==> config.mk <==
export PLATFORM = sky130hd
export DESIGN_NAME = gemm_front
export DESIGN_NICKNAME = d
export VERILOG_FILES = /design/src/general_matrix_multiply_top_assert.svh /design/src/gemm_pkg.sv /design/src/gemm_front.sv
export SDC_FILE = /design/constraint.sdc
export NUM_CORES = 1
export LEC_CHECK = 0
export ABC_CLOCK_PERIOD_IN_PS = 6100
export BUFFER_PORTS_ARGS = -buffer_cell sky130_fd_sc_hd__buf_2
export CORE_UTILIZATION = 40
export CTS_CLUSTER_DIAMETER = 50
export DETAILED_ROUTE_END_ITERATION = 7
export GPL_TIMING_DRIVEN = 0
export PLACE_DENSITY = 0.67
export SETUP_SLACK_MARGIN = 0.02
export SYNTH_ARGS = -nofsm -noshare
export SYNTH_HDL_FRONTEND = slang
export SYNTH_SLANG_ARGS = --single-unit
export TNS_END_PERCENT = 10
==> constraint.sdc <==
create_clock -name i_clk -period 6.1 [get_ports i_clk]
set_input_delay 0.61 -clock i_clk [delete_from_list [all_inputs] [get_ports i_clk]]
set_output_delay 0.61 -clock i_clk [all_outputs]
set_load 0.02 [all_outputs]
==> src/general_matrix_multiply_top_assert.svh <==
`ifndef GENERAL_MATRIX_MULTIPLY_TOP_ASSERT_SVH
`define GENERAL_MATRIX_MULTIPLY_TOP_ASSERT_SVH

// check a condition at every edge out of reset
`define GEMM_ASSERT_ALWAYS(lbl, cond) \
    lbl: assert property (@(posedge i_clk) disable iff (!i_rst_n) (cond)) \
        else $error("gemm check failed");

// check that a trigger implies a condition in the same cycle
`define GEMM_ASSERT_IMPL(lbl, trig, cond) \
    lbl: assert property (@(posedge i_clk) disable iff (!i_rst_n) (trig) |-> (cond)) \
        else $error("gemm check failed");

`endif

==> src/gemm_pkg.sv <==
`timescale 1ns / 1ps
package gemm_pkg;

    localparam int MAX_DIM  = 8;
    localparam int IDX_W    = 3;
    localparam int CNT_W    = 4;
    localparam int ELEM_W   = 16;
    localparam int ADDR_W   = $clog2(MAX_DIM * MAX_DIM);
    localparam int STORE_DEPTH = MAX_DIM * MAX_DIM;

    localparam int Q_DEPTH  = 4;
    localparam int Q_PTR_W  = $clog2(Q_DEPTH);
    localparam int Q_CNT_W  = $clog2(Q_DEPTH + 1);

    localparam int PROD_W   = 2 * ELEM_W;
    localparam int SUM_W    = PROD_W + $clog2(MAX_DIM) + 1;
    localparam int SCALE_W  = SUM_W + ELEM_W;
    localparam int TOT_W    = SCALE_W + 1;
    localparam int OUT_W    = 32;
    localparam int FRAC_SH  = 16;

    localparam int PADDR_W  = 5;
    localparam int PDATA_W  = 32;
    localparam int REG_IDX_W = 3;

    localparam logic [REG_IDX_W-1:0] REG_ROW_COUNT    = 3'd0;
    localparam logic [REG_IDX_W-1:0] REG_INNER_COUNT  = 3'd1;
    localparam logic [REG_IDX_W-1:0] REG_COLUMN_COUNT = 3'd2;
    localparam logic [REG_IDX_W-1:0] REG_ALPHA_GAIN   = 3'd3;
    localparam logic [REG_IDX_W-1:0] REG_BETA_GAIN    = 3'd4;

    typedef enum logic [1:0] {
        ACT_WR_A    = 2'd0,
        ACT_WR_B    = 2'd1,
        ACT_WR_C    = 2'd2,
        ACT_COMPUTE = 2'd3
    } t_action;

    typedef struct packed {
        t_action                   action;
        logic [IDX_W-1:0]          row;
        logic [IDX_W-1:0]          col;
        logic signed [ELEM_W-1:0]  value;
    } t_cmd;

    typedef struct packed {
        logic                      valid;
        t_cmd                      cmd;
    } t_cmd_port;

    typedef struct packed {
        logic [IDX_W-1:0]          row;
        logic [IDX_W-1:0]          col;
        logic [OUT_W-1:0]          value;
        logic                      last;
    } t_result;

    typedef struct packed {
        logic                      full;
        logic [Q_CNT_W-1:0]        count;
    } t_front_status;

    typedef struct packed {
        logic                      busy;
        logic                      cmd_pop;
        logic [Q_CNT_W-1:0]        out_count;
    } t_back_status;

    function automatic logic [CNT_W-1:0] clamp_count(input logic [CNT_W-1:0] v);
        logic [CNT_W-1:0] r;
        r = v;
        if (v == '0) begin
            r = CNT_W'(1);
        end else if (v > CNT_W'(MAX_DIM)) begin
            r = CNT_W'(MAX_DIM);
        end
        return r;
    endfunction

    function automatic logic [ADDR_W-1:0] elem_addr(input logic [IDX_W-1:0] row,
                                                    input logic [IDX_W-1:0] col);
        logic [ADDR_W-1:0] a;
        a = ADDR_W'(row) * ADDR_W'(MAX_DIM) + ADDR_W'(col);
        return a;
    endfunction

    function automatic logic [OUT_W-1:0] shift_sat(input logic signed [TOT_W-1:0] acc);
        logic [TOT_W-FRAC_SH-1:0] q;
        logic [OUT_W-1:0]         r;
        q = acc[TOT_W-1:FRAC_SH];
        if (q[TOT_W-FRAC_SH-1:OUT_W-1] == '0 || q[TOT_W-FRAC_SH-1:OUT_W-1] == '1) begin
            r = q[OUT_W-1:0];
        end else if (q[TOT_W-FRAC_SH-1]) begin
            r = {1'b1, {(OUT_W-1){1'b0}}};
        end else begin
            r = {1'b0, {(OUT_W-1){1'b1}}};
        end
        return r;
    endfunction

endpackage

==> src/gemm_front.sv <==
`timescale 1ns / 1ps
module gemm_front
    import gemm_pkg::*;
(
    input  logic          i_clk,
    input  logic          i_rst_n,
    input  logic          i_push,
    input  t_cmd          i_cmd,
    input  logic          i_cmd_pop,
    output t_cmd_port     o_cmd,
    output t_front_status o_status
);

    t_cmd               r_q [Q_DEPTH];
    logic [Q_PTR_W-1:0] r_wptr;
    logic [Q_PTR_W-1:0] r_rptr;
    logic [Q_CNT_W-1:0] r_count;
    logic               full;
    logic               accept;
    logic               in_range;
    logic               enq;
    logic               deq;

    assign full     = (r_count == Q_CNT_W'(Q_DEPTH));
    assign accept   = i_push && !full;
    assign in_range = ({1'b0, i_cmd.row} < (IDX_W+1)'(MAX_DIM)) &&
                      ({1'b0, i_cmd.col} < (IDX_W+1)'(MAX_DIM));
    // drop writes that fall outside the stores
    assign enq      = accept && (i_cmd.action == ACT_COMPUTE || in_range);
    assign deq      = i_cmd_pop && (r_count != '0);

    always_ff @(posedge i_clk) begin
        if (enq) begin
            r_q[r_wptr] <= i_cmd;
        end
    end

    always_ff @(posedge i_clk) begin
        if (!i_rst_n) begin
            r_wptr  <= '0;
            r_rptr  <= '0;
            r_count <= '0;
        end else begin
            if (enq) begin
                r_wptr <= r_wptr + Q_PTR_W'(1);
            end
            if (deq) begin
                r_rptr <= r_rptr + Q_PTR_W'(1);
            end
            if (enq && !deq) begin
                r_count <= r_count + Q_CNT_W'(1);
            end else if (deq && !enq) begin
                r_count <= r_count - Q_CNT_W'(1);
            end
        end
    end

    assign o_cmd.valid     = (r_count != '0);
    assign o_cmd.cmd       = r_q[r_rptr];
    assign o_status.full   = full;
    assign o_status.count  = r_count;

endmodule

=== After elaboration in Yosys (flattened, before gate mapping) ===
Memories as Yosys holds them, arrays and structs flattened. A register that Yosys moved wholly into a read port is not among the register bits.
Index checks and enable logic that the tools add are counted.

* Memory bits (writable): 96
* Register bits after elaboration: 7
* Output and inout bits: 29
* Bits of input ports: 28
* Word-level logic and storage cells: 24
* Memories: 1

{| class="wikitable"
|+ Memories
! memory !! words !! bits a word !! read ports !! clocked after Yosys merged registers in !! write ports !! line !! RTL
|-
| r_q || 4 || 24 || 1 || 1 || 1 || gemm_front.sv:14 || <nowiki>t_cmd r_q [Q_DEPTH];</nowiki>
|}

* Reductions and logical operators: 9
* Multiplexer cells: 6
* Equality and inequality tests: 1
* Add/subtract/negate cells: 4

{| class="wikitable"
|+ Operator list
! operator !! number
|-
| $mux 3 || 2
|-
| $add 2x1->2 const B || 2
|-
| $logic_and 1x1->1 || 4
|-
| $mux 2 || 2
|-
| $add 3x1->3 const B || 1
|-
| $eq 3x3->1 const B || 1
|-
| $logic_not 1->1 || 3
|-
| $reduce_bool 3->1 || 1
|-
| $sub 3x1->3 const B || 1
|-
| $mux 1 || 2
|-
| $reduce_bool 2->1 || 1
|}

=== Longest topological paths before layout ===
* Word-level depth: 7
* Mapped depth: 9
* Mapped depth without buffers: 8

=== Worst setup path before layout ===
No wires, ideal clock.

* Path type: register to register
* Start point: reg r_count[0]
* End point: reg r_count[2]
* Path slack: 3.954 ns
* Clock period less this slack: 2.146 ns
* Setup time: 0.070 ns
* Data required time: 6.030 ns
* Cell stages (with the launch flop): 10
* Data arrival time: 2.076 ns
* Cell sequence: dfxtp_1 nor3b_2 nor2b_1 buf_2 ha_1 inv_1 fa_1 xor2_1 or3_1 a21boi_1

* Word-level cells in the longest chain between the ends: 6

{| class="wikitable"
|+ Ends and longest elaborated chain
! item !! line !! RTL
|-
| from (decl) || gemm_front.sv:17 || <nowiki>logic [Q_CNT_W-1:0] r_count;</nowiki>
|-
| from (signal assigned) || gemm_front.sv:51 || <nowiki>r_count <= r_count + Q_CNT_W'(1);</nowiki>
|-
| from (signal assigned) || gemm_front.sv:53 || <nowiki>r_count <= r_count - Q_CNT_W'(1);</nowiki>
|-
| $eq 3x3->1 (*) || gemm_front.sv:24 || <nowiki>assign full = (r_count == Q_CNT_W'(Q_DEPTH));</nowiki>
|-
| named net full || gemm_front.sv:18 || <nowiki>logic full;</nowiki>
|-
| $logic_not 1->1 (*) || gemm_front.sv:25 || <nowiki>assign accept = i_push && !full;</nowiki>
|-
| $logic_and 1x1->1 (*) || gemm_front.sv:25 ||
|-
| named net accept || gemm_front.sv:19 || <nowiki>logic accept;</nowiki>
|-
| $logic_not 1->1 || gemm_front.sv:52 || <nowiki>end else if (deq && !enq) begin</nowiki>
|-
| $logic_and 1x1->1 || gemm_front.sv:52 ||
|-
| $reduce_bool 2->1 (no source line) || - ||
|}

The timed path passes the listed nets; every way through them passes the cells marked *. The select of a mux whose other input is x is not followed.
A chain may end at the register's enable or synchronous reset.

==> metrics.cfg <==
[grt]
grt_pass1_wl_mm = 9.54
track_usage_pct = 13.1
grt_use_met2_pct = 19.9
grt_pass1_vias = 1843
busiest_layer = met2
grt_max_degree = 25
grt.met3_usage_pct = 3.45
met1_usage_pct = 17.2
antenna_found_initial = 1
grt_overflow = 0

[clock_network]
cts_made_buffers = 9
clk_latency_ps = 350
path_clk_slew_ps = 90
cts_buffer_depth = 2
htreeDepth = 3
numClockSinks = 105
cts-resized-gates = 0
cts_tree = done
postCtsSetupBuffers = 0
cts_hold_buf = 0
cts-root-buf = clkbuf_8

[routing]
routed_via_density = 4.79
drt-pass1-iter-count = 4
ant_nets = 0
num_vias = 1819
routed_wl_mm = 6.23
wire_per_inst_um = 16.4
dr.first_iter.drc_count = 45
drc = 0

[yosys]
syn_avg_cell_area_um2 = 22.8
ys_seq_area_share_pct = 76.9
synth_fa_ha_area_share_pct = 2.07
synth.distinct_cells = 24
syn_nets = 209
yosys_warnings = 0
synth_simple_gate_area_share_pct = 2.58
ys_ff_latch = 105
synth-xor-area-share_pct = 0.880
synthMuxAreaShare_pct = 14.3
syn-instance-count = 175
syn-cell-area_um2 = 3980
synth-compound-area-share_pct = 0.849
synth_top_family_by_area = multiplexers

[flow_run]
drv_cap = 0

[setup_path]
worst_ep_arrival_time_ps = 1700
crit_slowest_cell = mux4_2
path_common_cell = buf_2
end_kind = output port
slowest_delay_ps = 370
critPathTopFamily = buffers and inverters
rr_worst_depth = 4
start_kind = register
worst-setup-path-type = register to output port
critPathMaxFanout = 10
critPathRequiredTime_ps = 5490
path_cells = clkbuf_2 -> buf_2 -> mux4_2 -> buf_2
timing.critical_path.buf_inv = 3
cp_num_cells = 4

[timing]
period_share_pct = 37.8
fmax_ghz = 0.434
setup_viol = 0
grt_setup_unrepaired = no
hold_viol_final = 0
worstMarginPinSlew_ps = 1260
finalMaxSlewViolations = 0
fin_tns_setup_ps = 0
period_minus_slack_ps = 2310
final.setup_skew_ps = 7.41
slew-limit-headroom_pct = 15.7

[place]
hpwl_mm = 3.85
gp_congestion = 0.639
portBuffers = 55

[power_and_ir_drop]
p_leak_nw = 1.58
power_mw = 1.92
ir_drop_mv = 0.185
power_density_nw_per_um2 = 414

[finish]
layout_commonest_cell = edfxtp_1
area_growth_pct = 16.3
layout-drive-gt1-share_pct = 41.1
fillers = 842
final_cell_mix = edfxtp_1 (96), buf_2 (58), mux4_2 (24)
nets = 275

[worst_hold_path]
holdPathStages = 1
hold_path_class = primary input to register

[floorplan]
num_io_pins = 57
start_util_pct = 40.9
die_w_um = 102
rows = 36
core_um2 = 9730
die_area_um2 = 10400
dieHeight_um = 102

[outcome]
status = complete, no violations

==> routing by layer <==
metal | share of wire, % | vias to the layer above | routed length (um)
met3 | 5.2 | 10 | 324
met5 | 0 | - | 0
met4 | 2.3 | 0 | 144
li1 | - | 837 | -
met1 | 45 | 928 | 2780
met2 | 48 | 44 | 2980
==> power by group <==
part | internal [mW] | switching, mW
Combinational | 0.257 | 0.304
Clock | 0.232 | 0.211
Sequential | 0.877 | 0.0340
Total | 1.37 | 0.549
==> cell type report <==
class | instances | area (um^2) | share of cell area (%)
multi-input cells | 58 | 825 | 17.8
well taps | 133 | 166 | 3.59
clock buffers | 13 | 139 | 3.00
clock inverters | 3 | 67.6 | 1.46
repair buffers | 55 | 275 | 5.94
inverters | 3 | 11.3 | 0.243
flip-flops and latches | 105 | 3060 | 66.1
diodes | 1 | 2.50 | 0.0540
plain buffers | 9 | 82.6 | 1.78
==> cell usage after synthesis <==
master,instances,area (um^2)
o21ai_0,1,5.00
mux4_2,24,541
o31ai_2,1,12.5
nand2_1,4,15.0
edfxtp_1,96,2880
and2_1,8,50.1
dfxtp_1,9,180
buf_6,1,11.3
nor3b_2,1,12.5
buf_2,3,15.0
or3_1,2,12.5
clkbuf_2,1,5.00
clkbuf_1,1,3.75
buf_4,1,7.51
xnor2_1,3,26.3
a21boi_1,1,7.51
mux2i_1,3,30.0
o311ai_1,1,8.76
xor2_1,1,8.76
buf_12,2,40.0
inv_1,3,11.3
nor2b_1,2,12.5
fa_1,1,20.0
ha_1,5,62.6
==> sequential cells by signal, indices dropped and copies added (netlist names), named ones only <==
register,cells
r_q,96
r_count,3
r_rptr,2
r_wptr,2
==> path summary, 6_finish.rpt <==
path,end,startpoint,slack (ps)
min reg2reg,r_wptr[1],r_wptr[1],510
min,r_q[1][18],i_cmd[18],470
max,o_cmd[0],register,3790
max reg2reg,r_q[0][14],r_count[0],3810
==> per-stage QoR <==
step / util, % / hold slack, ps / instances / setup slack (ps) / instance area (um^2)
after floorplan: - / 468 / 175 / 3950 / 3980
after global placement: 45.5 / 484 / 363 / 3650 / 4420
after detailed placement: 45.5 / 492 / 363 / 3630 / 4420
after CTS: 47.6 / 446 / 379 / 3710 / 4630
after global routing: 47.6 / 442 / 379 / 3570 / 4630
final: 47.6 / 466 / 380 / 3790 / 4630
==> cell families (layout without fill, tap and decap cells) <==
family | count (synthesis) | after routing
other cells | 0 | 1
buf+inv | 12 | 83
xor+xnor | 4 | 4
mux | 27 | 27
flops | 105 | 105
fa+ha+maj | 6 | 6
simple gates | 17 | 17
compound gates | 4 | 4
No activity file was read; power rests on OpenSTA's default activity.
